<file path="src/hdl/pphe_pkg.sv">
`timescale 1ns / 1ps
// ----------------------------------------------------------------------------
// pphe_pkg
// Types and constants shared by the parallel-port handshake engine modules.
// ----------------------------------------------------------------------------
package pphe_pkg;

   localparam int unsigned BYTE_WAIT_W = 22;
   localparam int unsigned SYNC_POLL_W = 16;
   localparam int unsigned SYNC_TRY_W  = 6;

   localparam logic [BYTE_WAIT_W-1:0] BYTE_WAIT_RESET = 22'h300000;
   localparam logic [SYNC_POLL_W-1:0] SYNC_POLL_RESET = 16'd8192;
   localparam logic [SYNC_TRY_W-1:0]  SYNC_TRY_RESET  = 6'd32;

   localparam logic [1:0] CSR_BYTE_WAIT = 2'd0;
   localparam logic [1:0] CSR_SYNC_POLL = 2'd1;
   localparam logic [1:0] CSR_SYNC_TRY  = 2'd2;

   localparam logic [2:0] FUNC_TICK  = 3'd0;
   localparam logic [2:0] FUNC_SEND  = 3'd1;
   localparam logic [2:0] FUNC_RECV  = 3'd2;
   localparam logic [2:0] FUNC_SYNC  = 3'd3;
   localparam logic [2:0] FUNC_CHECK = 3'd4;

   localparam logic [1:0] OUT_NONE = 2'd0;
   localparam logic [1:0] OUT_DONE = 2'd1;
   localparam logic [1:0] OUT_FAIL = 2'd2;

   localparam logic [3:0] CTRL_REST   = 4'd4;
   localparam logic [3:0] CTRL_STROBE = 4'd5;
   localparam logic [3:0] CTRL_SELECT = 4'd0;

   localparam logic [7:0] DATA_ZERO   = 8'h00;
   localparam logic [7:0] DATA_RX_REQ = 8'h80;
   localparam logic [7:0] DATA_SYNC_A = 8'haa;
   localparam logic [7:0] DATA_SYNC_B = 8'h55;

   typedef enum logic [3:0] {
      PH_IDLE,
      PH_SEND_LO,
      PH_SEND_HI,
      PH_RX_HI,
      PH_RX_LO,
      PH_SY0,
      PH_SY1,
      PH_SY2,
      PH_SY3,
      PH_SY4,
      PH_CK1,
      PH_CK2
   } phase_type;

   typedef struct packed {
      logic [BYTE_WAIT_W-1:0] byte_wait_limit;
      logic [SYNC_POLL_W-1:0] sync_poll_limit;
      logic [SYNC_TRY_W-1:0]  sync_tries;
   } cfg_type;

   typedef struct packed {
      logic [7:0] data_pins;
      logic [3:0] control_drive;
      logic [7:0] rx_byte;
      logic       ready_res;
      logic [1:0] outcome;
   } result_type;

endpackage

</file>
<file path="src/hdl/pphe_csr.sv">
`timescale 1ns / 1ps
// ----------------------------------------------------------------------------
// pphe_csr
// Configuration registers: wait limits and the sync attempt count.
// ----------------------------------------------------------------------------
module pphe_csr (
   input  logic                              clock,
   input  logic                              reset,
   input  logic                              csr_write_en,
   input  logic [1:0]                        csr_index,
   input  logic [pphe_pkg::BYTE_WAIT_W-1:0] csr_wdata,
   output pphe_pkg::cfg_type                 cfg
);

   pphe_pkg::cfg_type cfg_ff;

   always_ff @(posedge clock) begin
      if (reset) begin
         cfg_ff.byte_wait_limit <= pphe_pkg::BYTE_WAIT_RESET;
         cfg_ff.sync_poll_limit <= pphe_pkg::SYNC_POLL_RESET;
         cfg_ff.sync_tries      <= pphe_pkg::SYNC_TRY_RESET;
      end else if (csr_write_en) begin
         case (csr_index)
            pphe_pkg::CSR_BYTE_WAIT: begin
               cfg_ff.byte_wait_limit <= csr_wdata;
            end
            pphe_pkg::CSR_SYNC_POLL: begin
               cfg_ff.sync_poll_limit <= csr_wdata[pphe_pkg::SYNC_POLL_W-1:0];
            end
            pphe_pkg::CSR_SYNC_TRY: begin
               cfg_ff.sync_tries <= csr_wdata[pphe_pkg::SYNC_TRY_W-1:0];
            end
            default: begin
            end
         endcase
      end
   end

   assign cfg = cfg_ff;

endmodule

</file>
<file path="src/hdl/pphe_engine.sv">
`timescale 1ns / 1ps
// ----------------------------------------------------------------------------
// pphe_engine
// Handshake state machine: processes one registered poll beat per cycle while
// process is high, updates wait counters and line drives, forms the result beat.
// ----------------------------------------------------------------------------
module pphe_engine (
   input  logic                 clock,
   input  logic                 reset,
   input  logic                 process,
   input  logic [2:0]           func,
   input  logic [7:0]           tx_byte,
   input  logic [7:0]           status_pins,
   input  logic [3:0]           control_pins,
   input  pphe_pkg::cfg_type    cfg,
   output pphe_pkg::result_type res
);

   pphe_pkg::phase_type                phase_ff, phase_in, phase_cur;
   logic [pphe_pkg::BYTE_WAIT_W-1:0]   wait_ff, wait_in;
   logic [pphe_pkg::SYNC_POLL_W-1:0]   poll_ff, poll_in;
   logic [pphe_pkg::SYNC_TRY_W-1:0]    try_ff, try_in;
   logic [7:0]                         pend_ff, pend_in;
   logic [7:0]                         rcv_ff, rcv_in;
   logic [7:0]                         data_ff, data_in;
   logic [3:0]                         ctrl_ff, ctrl_in;
   logic [1:0]                         outcome;
   logic                               busy, autofeed, select, met;

   assign busy     = status_pins[7];
   assign autofeed = control_pins[1];
   assign select   = control_pins[3];

   always_comb begin
      phase_cur = phase_ff;
      wait_in   = wait_ff;
      poll_in   = poll_ff;
      try_in    = try_ff;
      pend_in   = pend_ff;
      rcv_in    = rcv_ff;
      data_in   = data_ff;
      ctrl_in   = ctrl_ff;
      outcome   = pphe_pkg::OUT_NONE;
      met       = 1'b0;

      if (phase_ff == pphe_pkg::PH_IDLE) begin
         case (func)
            pphe_pkg::FUNC_SEND: begin
               pend_in   = tx_byte;
               wait_in   = '0;
               phase_cur = control_pins[0] ? pphe_pkg::PH_SEND_HI : pphe_pkg::PH_SEND_LO;
            end
            pphe_pkg::FUNC_RECV: begin
               data_in   = pphe_pkg::DATA_RX_REQ;
               wait_in   = '0;
               phase_cur = pphe_pkg::PH_RX_HI;
            end
            pphe_pkg::FUNC_SYNC: begin
               try_in    = '0;
               data_in   = pphe_pkg::DATA_ZERO;
               ctrl_in   = pphe_pkg::CTRL_REST;
               poll_in   = '0;
               phase_cur = pphe_pkg::PH_SY0;
            end
            pphe_pkg::FUNC_CHECK: begin
               poll_in   = '0;
               phase_cur = pphe_pkg::PH_CK1;
            end
            default: begin
            end
         endcase
      end

      phase_in = phase_cur;

      case (phase_cur)
         pphe_pkg::PH_SEND_LO, pphe_pkg::PH_SEND_HI, pphe_pkg::PH_RX_HI,
         pphe_pkg::PH_RX_LO: begin
            if (phase_cur == pphe_pkg::PH_RX_HI) begin
               met = busy;
            end else if (phase_cur == pphe_pkg::PH_RX_LO) begin
               met = !busy;
            end else begin
               met = (autofeed == (phase_cur == pphe_pkg::PH_SEND_HI));
            end
            if (wait_in >= cfg.byte_wait_limit) begin
               phase_in = pphe_pkg::PH_IDLE;
               outcome  = pphe_pkg::OUT_FAIL;
            end else if (!met) begin
               wait_in = wait_in + 1'b1;
            end else if (phase_cur == pphe_pkg::PH_RX_HI) begin
               pend_in  = {4'b0000, status_pins[6:3]};
               data_in  = pphe_pkg::DATA_ZERO;
               wait_in  = '0;
               phase_in = pphe_pkg::PH_RX_LO;
            end else if (phase_cur == pphe_pkg::PH_RX_LO) begin
               rcv_in   = {status_pins[6:3], pend_in[3:0]};
               data_in  = pphe_pkg::DATA_RX_REQ;
               phase_in = pphe_pkg::PH_IDLE;
               outcome  = pphe_pkg::OUT_DONE;
            end else begin
               data_in  = pend_in;
               ctrl_in  = (phase_cur == pphe_pkg::PH_SEND_LO) ?
                          pphe_pkg::CTRL_STROBE : pphe_pkg::CTRL_REST;
               phase_in = pphe_pkg::PH_IDLE;
               outcome  = pphe_pkg::OUT_DONE;
            end
         end
         pphe_pkg::PH_SY0, pphe_pkg::PH_SY1, pphe_pkg::PH_SY2, pphe_pkg::PH_SY3,
         pphe_pkg::PH_SY4: begin
            met = (phase_cur == pphe_pkg::PH_SY1 || phase_cur == pphe_pkg::PH_SY3) ?
                  select : !select;
            if (poll_in >= cfg.sync_poll_limit) begin
               ctrl_in = pphe_pkg::CTRL_REST;
               try_in  = try_in + 1'b1;
               if (try_in >= cfg.sync_tries) begin
                  phase_in = pphe_pkg::PH_IDLE;
                  outcome  = pphe_pkg::OUT_FAIL;
               end else begin
                  data_in  = pphe_pkg::DATA_ZERO;
                  poll_in  = '0;
                  phase_in = pphe_pkg::PH_SY0;
               end
            end else if (!met) begin
               poll_in = poll_in + 1'b1;
            end else begin
               case (phase_cur)
                  pphe_pkg::PH_SY0: begin
                     data_in  = pphe_pkg::DATA_SYNC_A;
                     ctrl_in  = pphe_pkg::CTRL_SELECT;
                     phase_in = pphe_pkg::PH_SY1;
                  end
                  pphe_pkg::PH_SY1: begin
                     ctrl_in  = pphe_pkg::CTRL_REST;
                     phase_in = pphe_pkg::PH_SY2;
                  end
                  pphe_pkg::PH_SY2: begin
                     data_in  = pphe_pkg::DATA_SYNC_B;
                     ctrl_in  = pphe_pkg::CTRL_SELECT;
                     phase_in = pphe_pkg::PH_SY3;
                  end
                  pphe_pkg::PH_SY3: begin
                     ctrl_in  = pphe_pkg::CTRL_REST;
                     phase_in = pphe_pkg::PH_SY4;
                  end
                  default: begin
                     phase_in = pphe_pkg::PH_IDLE;
                     outcome  = pphe_pkg::OUT_DONE;
                  end
               endcase
            end
         end
         pphe_pkg::PH_CK1, pphe_pkg::PH_CK2: begin
            met = (phase_cur == pphe_pkg::PH_CK1) ?
                  (control_pins[0] == control_pins[1]) : !busy;
            if (poll_in >= cfg.sync_poll_limit) begin
               phase_in = pphe_pkg::PH_IDLE;
               outcome  = pphe_pkg::OUT_FAIL;
            end else if (!met) begin
               poll_in = poll_in + 1'b1;
            end else if (phase_cur == pphe_pkg::PH_CK1) begin
               data_in  = pphe_pkg::DATA_ZERO;
               poll_in  = '0;
               phase_in = pphe_pkg::PH_CK2;
            end else begin
               phase_in = pphe_pkg::PH_IDLE;
               outcome  = pphe_pkg::OUT_DONE;
            end
         end
         default: begin
            phase_in = pphe_pkg::PH_IDLE;
         end
      endcase

      res.data_pins     = data_in;
      res.control_drive = ctrl_in;
      res.rx_byte       = rcv_in;
      res.ready_res     = (phase_in == pphe_pkg::PH_IDLE);
      res.outcome       = outcome;
   end

   always_ff @(posedge clock) begin
      if (reset) begin
         phase_ff <= pphe_pkg::PH_IDLE;
         wait_ff  <= '0;
         poll_ff  <= '0;
         try_ff   <= '0;
         pend_ff  <= '0;
         rcv_ff   <= '0;
         data_ff  <= '0;
         ctrl_ff  <= pphe_pkg::CTRL_REST;
      end else if (process) begin
         phase_ff <= phase_in;
         wait_ff  <= wait_in;
         poll_ff  <= poll_in;
         try_ff   <= try_in;
         pend_ff  <= pend_in;
         rcv_ff   <= rcv_in;
         data_ff  <= data_in;
         ctrl_ff  <= ctrl_in;
      end
   end

`ifndef ASSERT_OFF
   a_hold_when_idle_stage: assert property (@(posedge clock) disable iff (reset)
      !process |=> $stable(phase_ff) && $stable(wait_ff) && $stable(poll_ff))
      else $error("engine state changed without a beat");

   a_finish_goes_idle: assert property (@(posedge clock) disable iff (reset)
      process && res.outcome != pphe_pkg::OUT_NONE |=> phase_ff == pphe_pkg::PH_IDLE)
      else $error("finished command did not return to idle");

   a_idle_rx_stable: assert property (@(posedge clock) disable iff (reset)
      process && phase_ff != pphe_pkg::PH_RX_LO |=> $stable(rcv_ff))
      else $error("received byte changed outside the low-nibble wait");
`endif

endmodule

</file>
<file path="src/hdl/parallel_port_handshake_engine_core.sv">
`timescale 1ns / 1ps
// ----------------------------------------------------------------------------
// parallel_port_handshake_engine_core
// Host side of a parallel-port link, advanced by one poll beat at a time.
// ----------------------------------------------------------------------------
// Each request beat carries a command code, a byte to send and the sampled
// status and control pins. Every request beat yields exactly one response
// beat with the data and control drive, the last received byte, the idle
// flag and the command outcome. Commands are taken only while idle;
// otherwise the command code is ignored and the beat just polls the pins.
// The request beat is captured in an input register; the engine evaluates it
// and loads the response register once that register is free, and the
// response beat is offered from it. Throughput is one beat per cycle while
// rsp_ready does not hold a waiting response beat.
// A stalled response (rsp_ready low) holds the response register; one more
// request beat is still taken into the input register, after which req_ready
// drops until the response is taken.
// Reset clears the engine to idle with control drive 4 and data 0, and loads
// the default wait limits. Configuration writes take effect on the next edge;
// the user must issue them only while the engine is idle (not enforced here).
// ----------------------------------------------------------------------------
module parallel_port_handshake_engine_core (
   input  logic                              clock,
   input  logic                              reset,
   input  logic                              req_valid,
   output logic                              req_ready,
   input  logic [2:0]                        req_func,
   input  logic [7:0]                        req_tx_byte,
   input  logic [7:0]                        req_status_pins,
   input  logic [3:0]                        req_control_pins,
   output logic                              rsp_valid,
   input  logic                              rsp_ready,
   output logic [7:0]                        rsp_data_pins,
   output logic [3:0]                        rsp_control_drive,
   output logic [7:0]                        rsp_rx_byte,
   output logic                              rsp_ready_res,
   output logic [1:0]                        rsp_outcome,
   input  logic                              csr_write_en,
   input  logic [1:0]                        csr_index,
   input  logic [pphe_pkg::BYTE_WAIT_W-1:0] csr_wdata
);

   logic                 in_valid_ff;
   logic [2:0]           func_ff;
   logic [7:0]           tx_ff;
   logic [7:0]           status_ff;
   logic [3:0]           control_ff;
   logic                 rsp_valid_ff;
   pphe_pkg::result_type rsp_ff;
   pphe_pkg::result_type res;
   pphe_pkg::cfg_type    cfg;
   logic                 out_free;
   logic                 process;

   assign out_free  = !rsp_valid_ff || rsp_ready;
   assign process   = in_valid_ff && out_free;
   assign req_ready = !in_valid_ff || process;

   always_ff @(posedge clock) begin
      if (reset) begin
         in_valid_ff <= 1'b0;
      end else if (req_ready) begin
         in_valid_ff <= req_valid;
      end
   end

   always_ff @(posedge clock) begin
      if (req_ready && req_valid) begin
         func_ff    <= req_func;
         tx_ff      <= req_tx_byte;
         status_ff  <= req_status_pins;
         control_ff <= req_control_pins;
      end
   end

   pphe_csr u_csr (
      .clock        (clock),
      .reset        (reset),
      .csr_write_en (csr_write_en),
      .csr_index    (csr_index),
      .csr_wdata    (csr_wdata),
      .cfg          (cfg)
   );

   pphe_engine u_engine (
      .clock        (clock),
      .reset        (reset),
      .process      (process),
      .func         (func_ff),
      .tx_byte      (tx_ff),
      .status_pins  (status_ff),
      .control_pins (control_ff),
      .cfg          (cfg),
      .res          (res)
   );

   always_ff @(posedge clock) begin
      if (reset) begin
         rsp_valid_ff <= 1'b0;
      end else if (out_free) begin
         rsp_valid_ff <= in_valid_ff;
      end
   end

   always_ff @(posedge clock) begin
      if (process) begin
         rsp_ff <= res;
      end
   end

   assign rsp_valid         = rsp_valid_ff;
   assign rsp_data_pins     = rsp_ff.data_pins;
   assign rsp_control_drive = rsp_ff.control_drive;
   assign rsp_rx_byte       = rsp_ff.rx_byte;
   assign rsp_ready_res     = rsp_ff.ready_res;
   assign rsp_outcome       = rsp_ff.outcome;

`ifndef ASSERT_OFF
   a_beat_reaches_output: assert property (@(posedge clock) disable iff (reset)
      process |=> rsp_valid_ff)
      else $error("processed beat did not reach the response register");

   a_outcome_only_when_idle: assert property (@(posedge clock) disable iff (reset)
      rsp_valid_ff |-> rsp_ff.outcome == pphe_pkg::OUT_NONE || rsp_ff.ready_res)
      else $error("outcome reported while the engine is still busy");

   a_full_pipe_blocks_input: assert property (@(posedge clock) disable iff (reset)
      in_valid_ff && rsp_valid_ff && !rsp_ready |-> !req_ready)
      else $error("request taken while both stages are full");
`endif

endmodule
</file>
<file path="config.mk">
export PLATFORM = sky130hd
export DESIGN_NAME = parallel_port_handshake_engine_core
export DESIGN_NICKNAME = d
export VERILOG_FILES = /design/src/hdl/pphe_pkg.sv /design/src/hdl/pphe_csr.sv /design/src/hdl/pphe_engine.sv /design/src/hdl/parallel_port_handshake_engine_core.sv
export SDC_FILE = /design/constraint.sdc
export NUM_CORES = 1
export LEC_CHECK = 0
export ABC_CLOCK_PERIOD_IN_PS = 5000
export BUFFER_PORTS_ARGS = -buffer_cell sky130_fd_sc_hd__clkbuf_2
export CAP_MARGIN = 20
export CORE_UTILIZATION = 45
export CTS_BUF_LIST = sky130_fd_sc_hd__clkbuf_4
export CTS_CLUSTER_DIAMETER = 30
export DETAILED_ROUTE_END_ITERATION = 8
export PLACE_DENSITY_LB_ADDON = 0.25
export SETUP_SLACK_MARGIN = 0.4
export SLEW_MARGIN = 5
export SYNTH_ARGS = -nofsm -noshare
export SYNTH_HDL_FRONTEND = slang
export SYNTH_SLANG_ARGS = --single-unit
</file>
<file path="constraint.sdc">
create_clock -name clock -period 5 [get_ports clock]
set_input_delay 0.25 -clock clock [delete_from_list [all_inputs] [get_ports clock]]
set_output_delay 0.25 -clock clock [all_outputs]
set_load 0.05 [all_outputs]
</file>
==> results of run 1 <==
-- metrics by stage --
| step | util | hold WS, ns | std cells |
|---|---|---|---|
| 2_1_floorplan | - | 0.3489 | 1163 |
| 3_3_place_gp | 0.4939 | 0.4266 | 1484 |
| 3_5_place_dp | 0.4939 | 0.4286 | 1484 |
| 4_1_cts | 0.5316 | 0.08325 | 1567 |
| 5_1_grt | 0.5335 | 0.1117 | 1568 |
| 6_report | 0.5335 | 0.1174 | 1568 |
-- power by group through the flow --
stage / clock network [mW] / logic [mW] / registers [mW]
after floorplan: 0 / 0.424 / 1.50
after global placement: 0 / 0.651 / 1.47
after detailed placement: 0 / 0.654 / 1.47
after CTS: 0.847 / 0.687 / 1.44
after global routing: 0.899 / 0.763 / 1.44
final: 0.839 / 0.710 / 1.44
-- flip-flops by register name (all words and copies together), names as in the netlist, 5 cells and up --
signal            count
rsp_data_pins         8
u_engine.wait_ff     22
rsp_rx_byte           8
status_ff             5
u_csr.cfg            44
u_engine.poll_ff     16
u_engine.pend_ff      8
u_engine.try_ff       6
u_engine.data_ff      8
u_engine.rcv_ff       8
tx_ff                 8
-- worst paths after layout --
check,start,end,slack (ns),depth (start not counted)
setup reg to reg,u_engine.phase_ff[0],rsp_ready_res,0.52,12
hold reg to reg,u_csr.cfg[9],u_csr.cfg[9],0.47,2
setup / recovery,u_engine.phase_ff[0],rsp_ready_res,0.52,12
hold / removal,csr_write_en,u_csr.cfg[29],0.12,4
-- what timing repair did --
item	in CTS	in global routing
hold buffers	51	0
setup endpoints to repair	0	34
gates resized for setup	0	5
endpoints found under the hold margin	70	0
-- final cells by class --
class / count / area, um2
repair buffers: 157 / 1139
well taps: 275 / 344.1
clock inverters: 15 / 157.7
fillers: 2009 / 9838
inverters: 65 / 244.0
clock buffers: 17 / 127.6
flip-flops and latches: 164 / 3704
diodes: 1 / 2.502
multi-input cells: 874 / 5532
-- Yosys cell counts (8+ instances only) --
library cell,number
clkbuf_1,37
nand2b_1,9
nand4_1,14
dfxtp_1,122
buf_2,8
nand2_1,180
inv_1,64
o21ai_1,8
a211oi_1,11
nand3_1,45
o22ai_1,11
a21oi_1,92
and2_1,45
ha_1,47
mux2i_1,11
a22oi_1,13
o211ai_1,13
nor3_1,23
o21ai_0,57
a21o_1,9
nor2_1,78
edfxtp_1,42
a31oi_1,16
-- worst register-to-register path, delay by kind of cell, from the launching register on --
| kind | cells | cell delay [ns] |
|---|---|---|
| AND/OR/NAND/NOR | 6 | 2.54 |
| AO/OA/AOI/OAI | 5 | 1.14 |
| flip-flops | 1 | 0.35 |
| adder cells (fa/ha/maj) | 1 | 0.22 |
-- metal layers --
layer	global-route usage	part of all wire	vias up	wire length, um
li1	-	-	4461	-
met1	0.3478	0.46	4325	12620
met2	0.3991	0.46	341	12700
met3	0.03792	0.059	58	1636
met4	0.09439	0.025	0	705
met5	0	0	-	0
-- kinds of logic after synthesis --
group	count (synthesis)	share of synthesized area
AO/OA/AOI/OAI	322	0.2234
XOR/XNOR	11	0.01069
adder cells (fa/ha/maj)	47	0.06054
buffers and inverters	125	0.05372
flip-flops	164	0.3813
multiplexers	18	0.01945
AND/OR/NAND/NOR	476	0.2509
==> run summary, run 1 <==
drt initial violations -> 875
remaining global-route overflow -> 0
register share of total power -> 0.481
Power per Cell Area -> 265.6 mW/mm2
via count of the first global-routing pass -> 8519
antenna-violating nets left -> 0
max-cap violation count -> 0
total power -> 2.988 mW
total nets after synthesis -> 1262
router iterations before antenna repair -> 5
hold crit path type -> in -> reg
cell area after layout -> 0.01125 mm2
setup violation total in the final timing report -> 0
most frequent standard cell in the layout excluding fill and tap cells -> nand2_1
count of input and output buffers -> 72
highest-count cells in the layout ignoring fill and taps -> 180 x nand2_1, 122 x dfxtp_1, 91 x a21oi_1, 78 x nor2_1, 71 x clkbuf_2
pin slew with the least headroom to its limit -> 0.9049 ns
CP cell instances -> or4_4 > or3_1 > and2_1 > ha_1 > a2111oi_0 > o21ai_0 > a21oi_1 > o41ai_4 > or3_1 > nor2_2 > o22ai_1 > and4_1
clock sink count -> 164
H-tree Lvls -> 4
detailed-route DRC error count -> 0
slowest stage cell on the critical path -> or3_1
area growth from synthesis to layout -> 15.82%
initial antenna violation count -> 1
root buffer cell -> clkbuf_4
Syn Std Cell Area -> 0.009713 mm2
CP startpoint kind -> flop
warnings from Yosys -> 0
Clock Latency Late Sink -> 0.61 ns
Worst-path clk slew -> 0.16 ns
Die Footprint -> 0.02218 mm2
CTS max path bufs -> 2
Synth top area share -> 0.2514
final layout net count -> 1378
clock tree from TritonCTS -> done
largest net degree at the start of global routing -> 76
aggregate routed wire length -> 27.67 mm
routed vias -> 9185
number of hold-slack violations in the final timing report -> 0
clock power share -> 0.281
Pins Over Slew Limit -> 0
EDFF count, synth -> 42
biggest area contributors in the synthesized netlist -> dfxtp_1 25%, edfxtp_1 13%, nand2_1 7.0%, ha_1 6.1%, a21oi_1 4.7%
maximum vdd drop -> 148.0 uV
Overall Global Routing Usage -> 0.2527
ratio of cells with drive above 1 in the final layout -> 0.1517
weighted congestion reported at the end of routability-driven placement -> 0.9461
post-synthesis cell type count -> 101
share of the yosys chip area belonging to registers -> 0.3813
width of the die -> 148.9 um
most common flop cell mapped by yosys -> dfxtp_1
Avg Inst Size Synth -> 8.352 um2
share of the clock period used by the worst path after layout -> 0.8951
area of the core region -> 0.02109 mm2
floorplan die height -> 148.9 um
Num CTS Buffers -> 17
wire length per cell after detailed routing -> 17.65 um
Clock Skew -> 0.01954 ns
placed inst area -> 0.01042 mm2
setup repair bufs after CTS -> 0
critical path data arrival time -> 4.86 ns
Final WS setup -> 0.5243 ns
final-layout setup total negative slack -> 0 ns
routed vias/inst -> 5.858
DP HPWL -> 19.28 mm
Slew headroom -> 0.3921
unrepaired setup endpoints after global routing -> yes
Peak Freq -> 223.4 MHz
most frequent CP cell -> or3_1
leakage power -> 4.379 nW
maximum fanout count along the critical path -> 16
cell count after synthesis -> 1163
effective utilization at floorplan -> 0.4606
# IOs -> 77
wire length of the first global-routing pass -> 44.11 mm
setup slack at placement -> 0.5044 ns
clock period minus worst slack -> 4.476 ns
Comb pwr share -> 0.238
switching power -> 1.060 mW
Data required, critical path -> 5.38 ns
Crit Path Category -> reg -> reg
Core Rows -> 53
share of synthesized registers carrying an async set or reset -> 0
switching share of power -> 0.3549
Critical Path Max Stage Delay -> 0.62 ns
P_int -> 1.928 mW
run status -> completed
count of buffer and inverter cells on the critical path -> 0
cell family with the largest share of critical-path delay -> simple AND/OR/NAND/NOR gates
crit path capture type -> flop
top cell type by total area after synthesis -> dfxtp_1
number of storage elements in the synthesis netlist -> 164
Power figures use the tool's default switching activity.
==> inputs of run 2 (changes only) <==
--- a/config.mk
+++ b/config.mk
@@ -17,4 +17,5 @@
 export SLEW_MARGIN = 5
 export SYNTH_ARGS = -nofsm -noshare
 export SYNTH_HDL_FRONTEND = slang
+export SYNTH_HIERARCHICAL = 1
 export SYNTH_SLANG_ARGS = --single-unit
==> run 2 against run 1 <==
Compared with the run above: area after synthesis is 1.0% higher; sequential cell count stayed put; utilization is 0.29 points lower; via count is 6.3% lower; worst hold slack worse by 0.046 ns; final cell count is 4.3% lower; largest cell class unchanged; sequential power hardly changed; power is 1.6% lower; first-iteration DRC count is 9.5% lower; register-to-register slack better by 0.16 ns; clock power is 1% lower; fmax is 3.8% higher; critical path type unchanged.
==> run summary, run 2 <==
total length of routed met3 wires -> 1.319 mm (-19%)
initial antenna violation count -> 1 (unchanged)
DP HPWL -> 18.06 mm (-6.3%)
hold crit path type -> in -> reg
weighted congestion reported at the end of routability-driven placement -> 0.9382 (-0.84%)
maximum vdd drop -> 146.7 uV (-0.93%)
pin slew with the least headroom to its limit -> 1.177 ns (+0.2722 ns)
most frequent standard cell in the layout excluding fill and tap cells -> dfxtp_1
wire length of the first global-routing pass -> 41.78 mm (-5.3%)
Syn Std Cell Area -> 0.009812 mm2 (+1.0%)
width of the die -> 149.7 um (+0.50%)
Data required, critical path -> 5.43 ns (+0.05 ns)
final-layout setup total negative slack -> 0 ns (unchanged)
final-layout worst hold slack -> 0.07180 ns (-0.04564 ns)
final layout net count -> 1310 (-4.9%)
Pins Over Slew Limit -> 0 (unchanged)
area of the core region -> 0.02122 mm2 (+0.63%)
Core Rows -> 53 (unchanged)
H-tree Lvls -> 4 (unchanged)
largest net degree at the start of global routing -> 67 (-12%)
unrepaired setup endpoints after global routing -> no
wire length per cell after detailed routing -> 17.43 um (-1.2%)
number of hold-slack violations in the final timing report -> 0 (unchanged)
Filler Cell Count -> 1995 (-0.70%)
cell count after synthesis -> 1102 (-5.2%)
routed vias/inst -> 5.740 (-2.0%)
Slew headroom -> 0.2124 (-0.1797)
Clock Latency Late Sink -> 0.59 ns (-0.02 ns)
Num CTS Buffers -> 17 (unchanged)
area growth from synthesis to layout -> 14.74%
antenna-violating nets left -> 0 (unchanged)
detailed-route DRC error count -> 0 (unchanged)
Overall Global Routing Usage -> 0.2389 (-0.01388)
via count of the first global-routing pass -> 8066 (-5.3%)
crit path capture type -> flop
share of the clock period used by the worst path after layout -> 0.8626 (-0.03251)
critical path data arrival time -> 4.74 ns (-0.12 ns)
# IOs -> 77 (unchanged)
warnings from Yosys -> 6 (+6)
router iterations before antenna repair -> 5 (unchanged)
setup violation total in the final timing report -> 0 (unchanged)
total nets after synthesis -> 1201 (-4.8%)
root buffer cell -> clkbuf_4
drt initial violations -> 792 (-9.5%)
Final WS setup -> 0.6868 ns (+0.1626 ns)
maximum fanout count along the critical path -> 20 (+4)
floorplan die height -> 149.7 um (+0.50%)
setup slack at placement -> 0.6540 ns (+0.1495 ns)
Clock Skew -> 0.03006 ns (+0.01052 ns)
Avg Inst Size Synth -> 8.904 um2 (+6.6%)
routed vias -> 8610 (-6.3%)
Crit Path Category -> reg -> reg
clock period minus worst slack -> 4.313 ns (-0.1626 ns)
Die Footprint -> 0.02240 mm2 (+1.0%)
CP startpoint kind -> flop
clock sink count -> 164 (unchanged)
metal2 WL -> 12.46 mm (-1.9%)
clock tree from TritonCTS -> done
Power per Cell Area -> 261.0 mW/mm2 (-1.7%)
Worst-path clk slew -> 0.17 ns (about the same)
ratio of cells with drive above 1 in the final layout -> 0.1601 (+0.008428)
uppermost layer routed -> met4
Peak Freq -> 231.8 MHz (+3.8%)
aggregate routed wire length -> 26.15 mm (-5.5%)
utilization after layout -> 0.5305 (-0.002922)
remaining global-route overflow -> 0 (unchanged)
number of flip-flops under the largest register name -> 44 (unchanged)
effective utilization at floorplan -> 0.4624 (+0.001779)
met1 WL -> 12.06 mm (-4.5%)
highest-count cells in the layout ignoring fill and taps -> 122 x dfxtp_1, 86 x nand2_1, 80 x nor2_1, 72 x inv_1, 71 x clkbuf_2
total power -> 2.939 mW (-1.6%)
run status -> completed
count of input and output buffers -> 72 (unchanged)
max-cap violation count -> 0 (unchanged)
leakage power -> 4.648 nW (+6.1%)
CTS max path bufs -> 2 (unchanged)
## run 2: changes by cell type in the layout (fill, tap and decap cells not counted), moves of 9 or more
cell / before / now
o21ai_0: 57 / 44
a21o_1: 9 / 18
nand2_1: 180 / 86
nand4_1: 14 / 23
a21oi_1: 91 / 51
mux2i_1: 11 / 51
dlygate4sd3_1: 51 / 42
nand2b_1: 8 / 66
and2_1: 45 / 30
## run 2: stage by stage
step,cell area (um2),cells
finish,11260,1500
floorplan,9812,1102
global placement,10420,1413
detailed placement,10420,1413
global route,11260,1500
CTS,11140,1487
## run 2: where the power goes
part	switching (mW)	total, mW	internal [mW]
Sequential	0.0271	1.44	1.41
Clock	0.591	0.829	0.238
Combinational	0.432	0.670	0.238
## run 2: final timing paths
kind                  startpoint                   to  slack, ns  cells after the start
min                 csr_wdata[2]        u_csr/cfg[24]       0.07                      3
max reg2reg           func_ff[0]     rsp_data_pins[0]       0.69                     14
max                   func_ff[0]     rsp_data_pins[0]       0.69                     14
min reg2reg  u_engine/ctrl_ff[1]  u_engine/ctrl_ff[1]       0.45                      1
## run 2: routing by layer
| metal | vias to the layer above | track usage |
|---|---|---|
| li1 | 4237 | - |
| met1 | 4094 | 0.3168 |
| met2 | 252 | 0.3928 |
| met3 | 27 | 0.04421 |
| met4 | 0 | 0.07222 |
| met5 | - | 0 |
## run 2: final cells by class
class,instances,area [um2],area share
timing repair buffer,148,1062,0.09435
multi-input combinational,808,5568,0.4946
clock buffer,17,127.6,0.01134
clock inverter,15,180.2,0.01600
antenna,1,2.502,0.0002223
sequential,164,3704,0.3290
tap,275,344.1,0.03056
inverter,72,270.3,0.02401
## run 2: worst max-delay path, cell delays in order (launching register included)
cell and delay (ns):
edfxtp_1 0.55, and3b_1 0.24, o21ai_1 0.38, buf_12 0.21, nand2_1 0.12, ha_1 0.29, nand2b_1 0.13, a211oi_1 0.28
o211ai_1 0.22, a2111oi_2 0.33, buf_4 0.23, o21ai_0 0.26, o211ai_1 0.49, o21ai_0 0.18, o21ai_0 0.22
## run 2: timing repair
action,in CTS,in global routing
hold endpoints to repair,57,0
endpoints found under the setup margin,0,19
setup buffers,0,10
resized for setup,0,6
hold buffers,42,0
==> inputs of run 3 (changes only) <==
--- a/config.mk
+++ b/config.mk
@@ -8,7 +8,7 @@
 export ABC_CLOCK_PERIOD_IN_PS = 5000
 export BUFFER_PORTS_ARGS = -buffer_cell sky130_fd_sc_hd__clkbuf_2
 export CAP_MARGIN = 20
-export CORE_UTILIZATION = 45
+export CORE_UTILIZATION = 60
 export CTS_BUF_LIST = sky130_fd_sc_hd__clkbuf_4
 export CTS_CLUSTER_DIAMETER = 30
 export DETAILED_ROUTE_END_ITERATION = 8
==> run 3 against run 2 <==
Compared with the run above: fmax up 1.0%; sequential power about the same; register-to-register slack better by 0.04 ns; global-route usage up 7.9 points; worst hold slack worse by 0.039 ns.
==> run summary, run 3 (synthesis gave the netlist of run 2 again) <==
Clock Latency Late Sink -> 0.61 ns (+0.02 ns)
Overall Global Routing Usage -> 0.3179 (+0.07900)
H-tree Lvls -> 4 (unchanged)
number of hold-slack violations in the final timing report -> 0 (unchanged)
detailed-route DRC error count -> 0 (unchanged)
utilization after layout -> 0.6989 (+0.1683)
floorplan die height -> 129.9 um (-13%)
clock sink count -> 164 (unchanged)
ratio of cells with drive above 1 in the final layout -> 0.1504 (-0.009761)
Num CTS Buffers -> 17 (unchanged)
most frequent standard cell in the layout excluding fill and tap cells -> dfxtp_1
met3 track utilization from global routing -> 0.05453 (+0.01032)
weighted congestion reported at the end of routability-driven placement -> 0.9693 (+3.3%)
maximum vdd drop -> 188.4 uV (+28%)
origin of the worst setup path -> func_ff[2]
met1 Use GR -> 0.4217 (+0.1049)
critical path data arrival time -> 4.70 ns (-0.04 ns)
CP startpoint kind -> flop
Crit Path Category -> reg -> reg
maximum fanout count along the critical path -> 22 (+10%)
final layout net count -> 1303 (-0.53%)
width of the die -> 129.9 um (-13%)
max-cap violation count -> 0 (unchanged)
highest-count cells in the layout ignoring fill and taps -> 122 x dfxtp_1, 86 x nand2_1, 82 x nor2_1, 72 x inv_1, 71 x clkbuf_2
router iterations before antenna repair -> 6 (+1)
Power per Cell Area -> 263.0 mW/mm2 (+0.77%)
Data required, critical path -> 5.43 ns (about the same)
area growth from synthesis to layout -> 13.55%
Pins Over Slew Limit -> 0 (unchanged)
count of input and output buffers -> 72 (unchanged)
met2 global-route usage -> 0.5178 (+0.1249)
wire length of the first global-routing pass -> 41.74 mm (about the same)
r2r startpoint -> func_ff[2]
Clock Skew -> 0.02832 ns (-0.001742 ns)
Die Footprint -> 0.01687 mm2 (-25%)
Slew headroom -> 0.2662 (+0.05387)
clock period minus worst slack -> 4.269 ns (-0.04426 ns)
drt initial violations -> 857 (+8.2%)
Core Rows -> 46 (-13%)
setup slack at placement -> 0.6542 ns (+0.0002170 ns)
routed vias/inst -> 6.180 (+7.7%)
antenna-violating nets left -> 0 (unchanged)
Peak Freq -> 234.3 MHz (+1.0%)
# IOs -> 77 (unchanged)
number of flip-flops under the largest register name -> 44 (unchanged)
Worst Min Path Start -> reset
final-layout worst hold slack -> 0.03284 ns (-0.03896 ns)
root buffer cell -> clkbuf_4
hold crit path type -> in -> reg
aggregate routed wire length -> 25.92 mm (-0.89%)
final-layout setup total negative slack -> 0 ns (unchanged)
run status -> completed
wire length per cell after detailed routing -> 18.07 um (+3.7%)
Worst-path clk slew -> 0.17 ns (about the same)
Final WS setup -> 0.7311 ns (+0.04426 ns)
area of the core region -> 0.01594 mm2 (-25%)
DP HPWL -> 17.42 mm (-3.5%)
share of the clock period used by the worst path after layout -> 0.8538 (-0.008852)
leakage power -> 4.623 nW (-0.55%)
pin slew with the least headroom to its limit -> 1.097 ns (-0.08050 ns)
setup violation total in the final timing report -> 0 (unchanged)
via count of the first global-routing pass -> 8212 (+1.8%)
CTS max path bufs -> 2 (unchanged)
unrepaired setup endpoints after global routing -> no
initial antenna violation count -> 1 (unchanged)
routing layer with the top usage in global route -> met2
crit path capture type -> flop
clock tree from TritonCTS -> done
largest net degree at the start of global routing -> 99 (+48%)
routed vias -> 8862 (+2.9%)
remaining global-route overflow -> 0 (unchanged)
effective utilization at floorplan -> 0.6154 (+0.1531)
-- run 3: worst paths after layout --
check	depth (start not counted)	slack, ns	to
min reg2reg	1	0.45	u_engine/ctrl_ff[3]
max	13	0.73	rsp_data_pins[0]
max reg2reg	13	0.73	rsp_data_pins[0]
min	2	0.03	u_engine/wait_ff[13]
-- run 3: stage by stage --
step	std cells	instance area, um2	total power [mW]
3_5_place_dp	1353	10330	2.066
4_1_cts	1429	11100	2.925
5_1_grt	1434	11140	3.050
3_3_place_gp	1353	10330	2.059
6_report	1434	11140	2.931
2_1_floorplan	1102	9812	1.902
-- run 3: cell type report --
cell class / instances / area (um2)
inverters: 72 / 270.3
clock buffers: 17 / 127.6
diodes: 1 / 2.502
fillers: 1259 / 4801
clock inverters: 15 / 198.9
repair buffers: 141 / 1011
flip-flops and latches: 164 / 3704
multi-input cells: 808 / 5558
well taps: 216 / 270.3
-- run 3: per-layer routing --
layer	vias up	share of wire	wire length (um)
met1	4182	0.44	11300
li1	4224	-	-
met3	65	0.068	1768
met4	0	0.026	680
met2	391	0.47	12170
met5	-	0	0
-- run 3: timing repair --
item | in CTS | in global routing
endpoints found under the setup margin | 0 | 35
buffers inserted | 0 | 3
hold endpoints to repair | 65 | 0
gates resized for setup | 0 | 2
hold buffers | 44 | 0
-- run 3: where the power goes --
group	total (mW)	switching (mW)	internal [mW]
registers	1.44	0.0269	1.41
clock network	0.840	0.594	0.246
logic	0.651	0.427	0.224
-- run 3: worst max-delay path, cell delays in order (launching register included) --
cell and delay [ns]:
edfxtp_1 0.55, nor3b_4 0.41, o21ai_1 0.17, buf_12 0.19, and2_1 0.22, ha_1 0.29
o21a_1 0.13, o211ai_1 0.09, a211oi_1 0.40, a2111o_1 0.56, nor2_1 0.23, o211ai_1 0.43
o21ai_0 0.17, o21ai_0 0.26
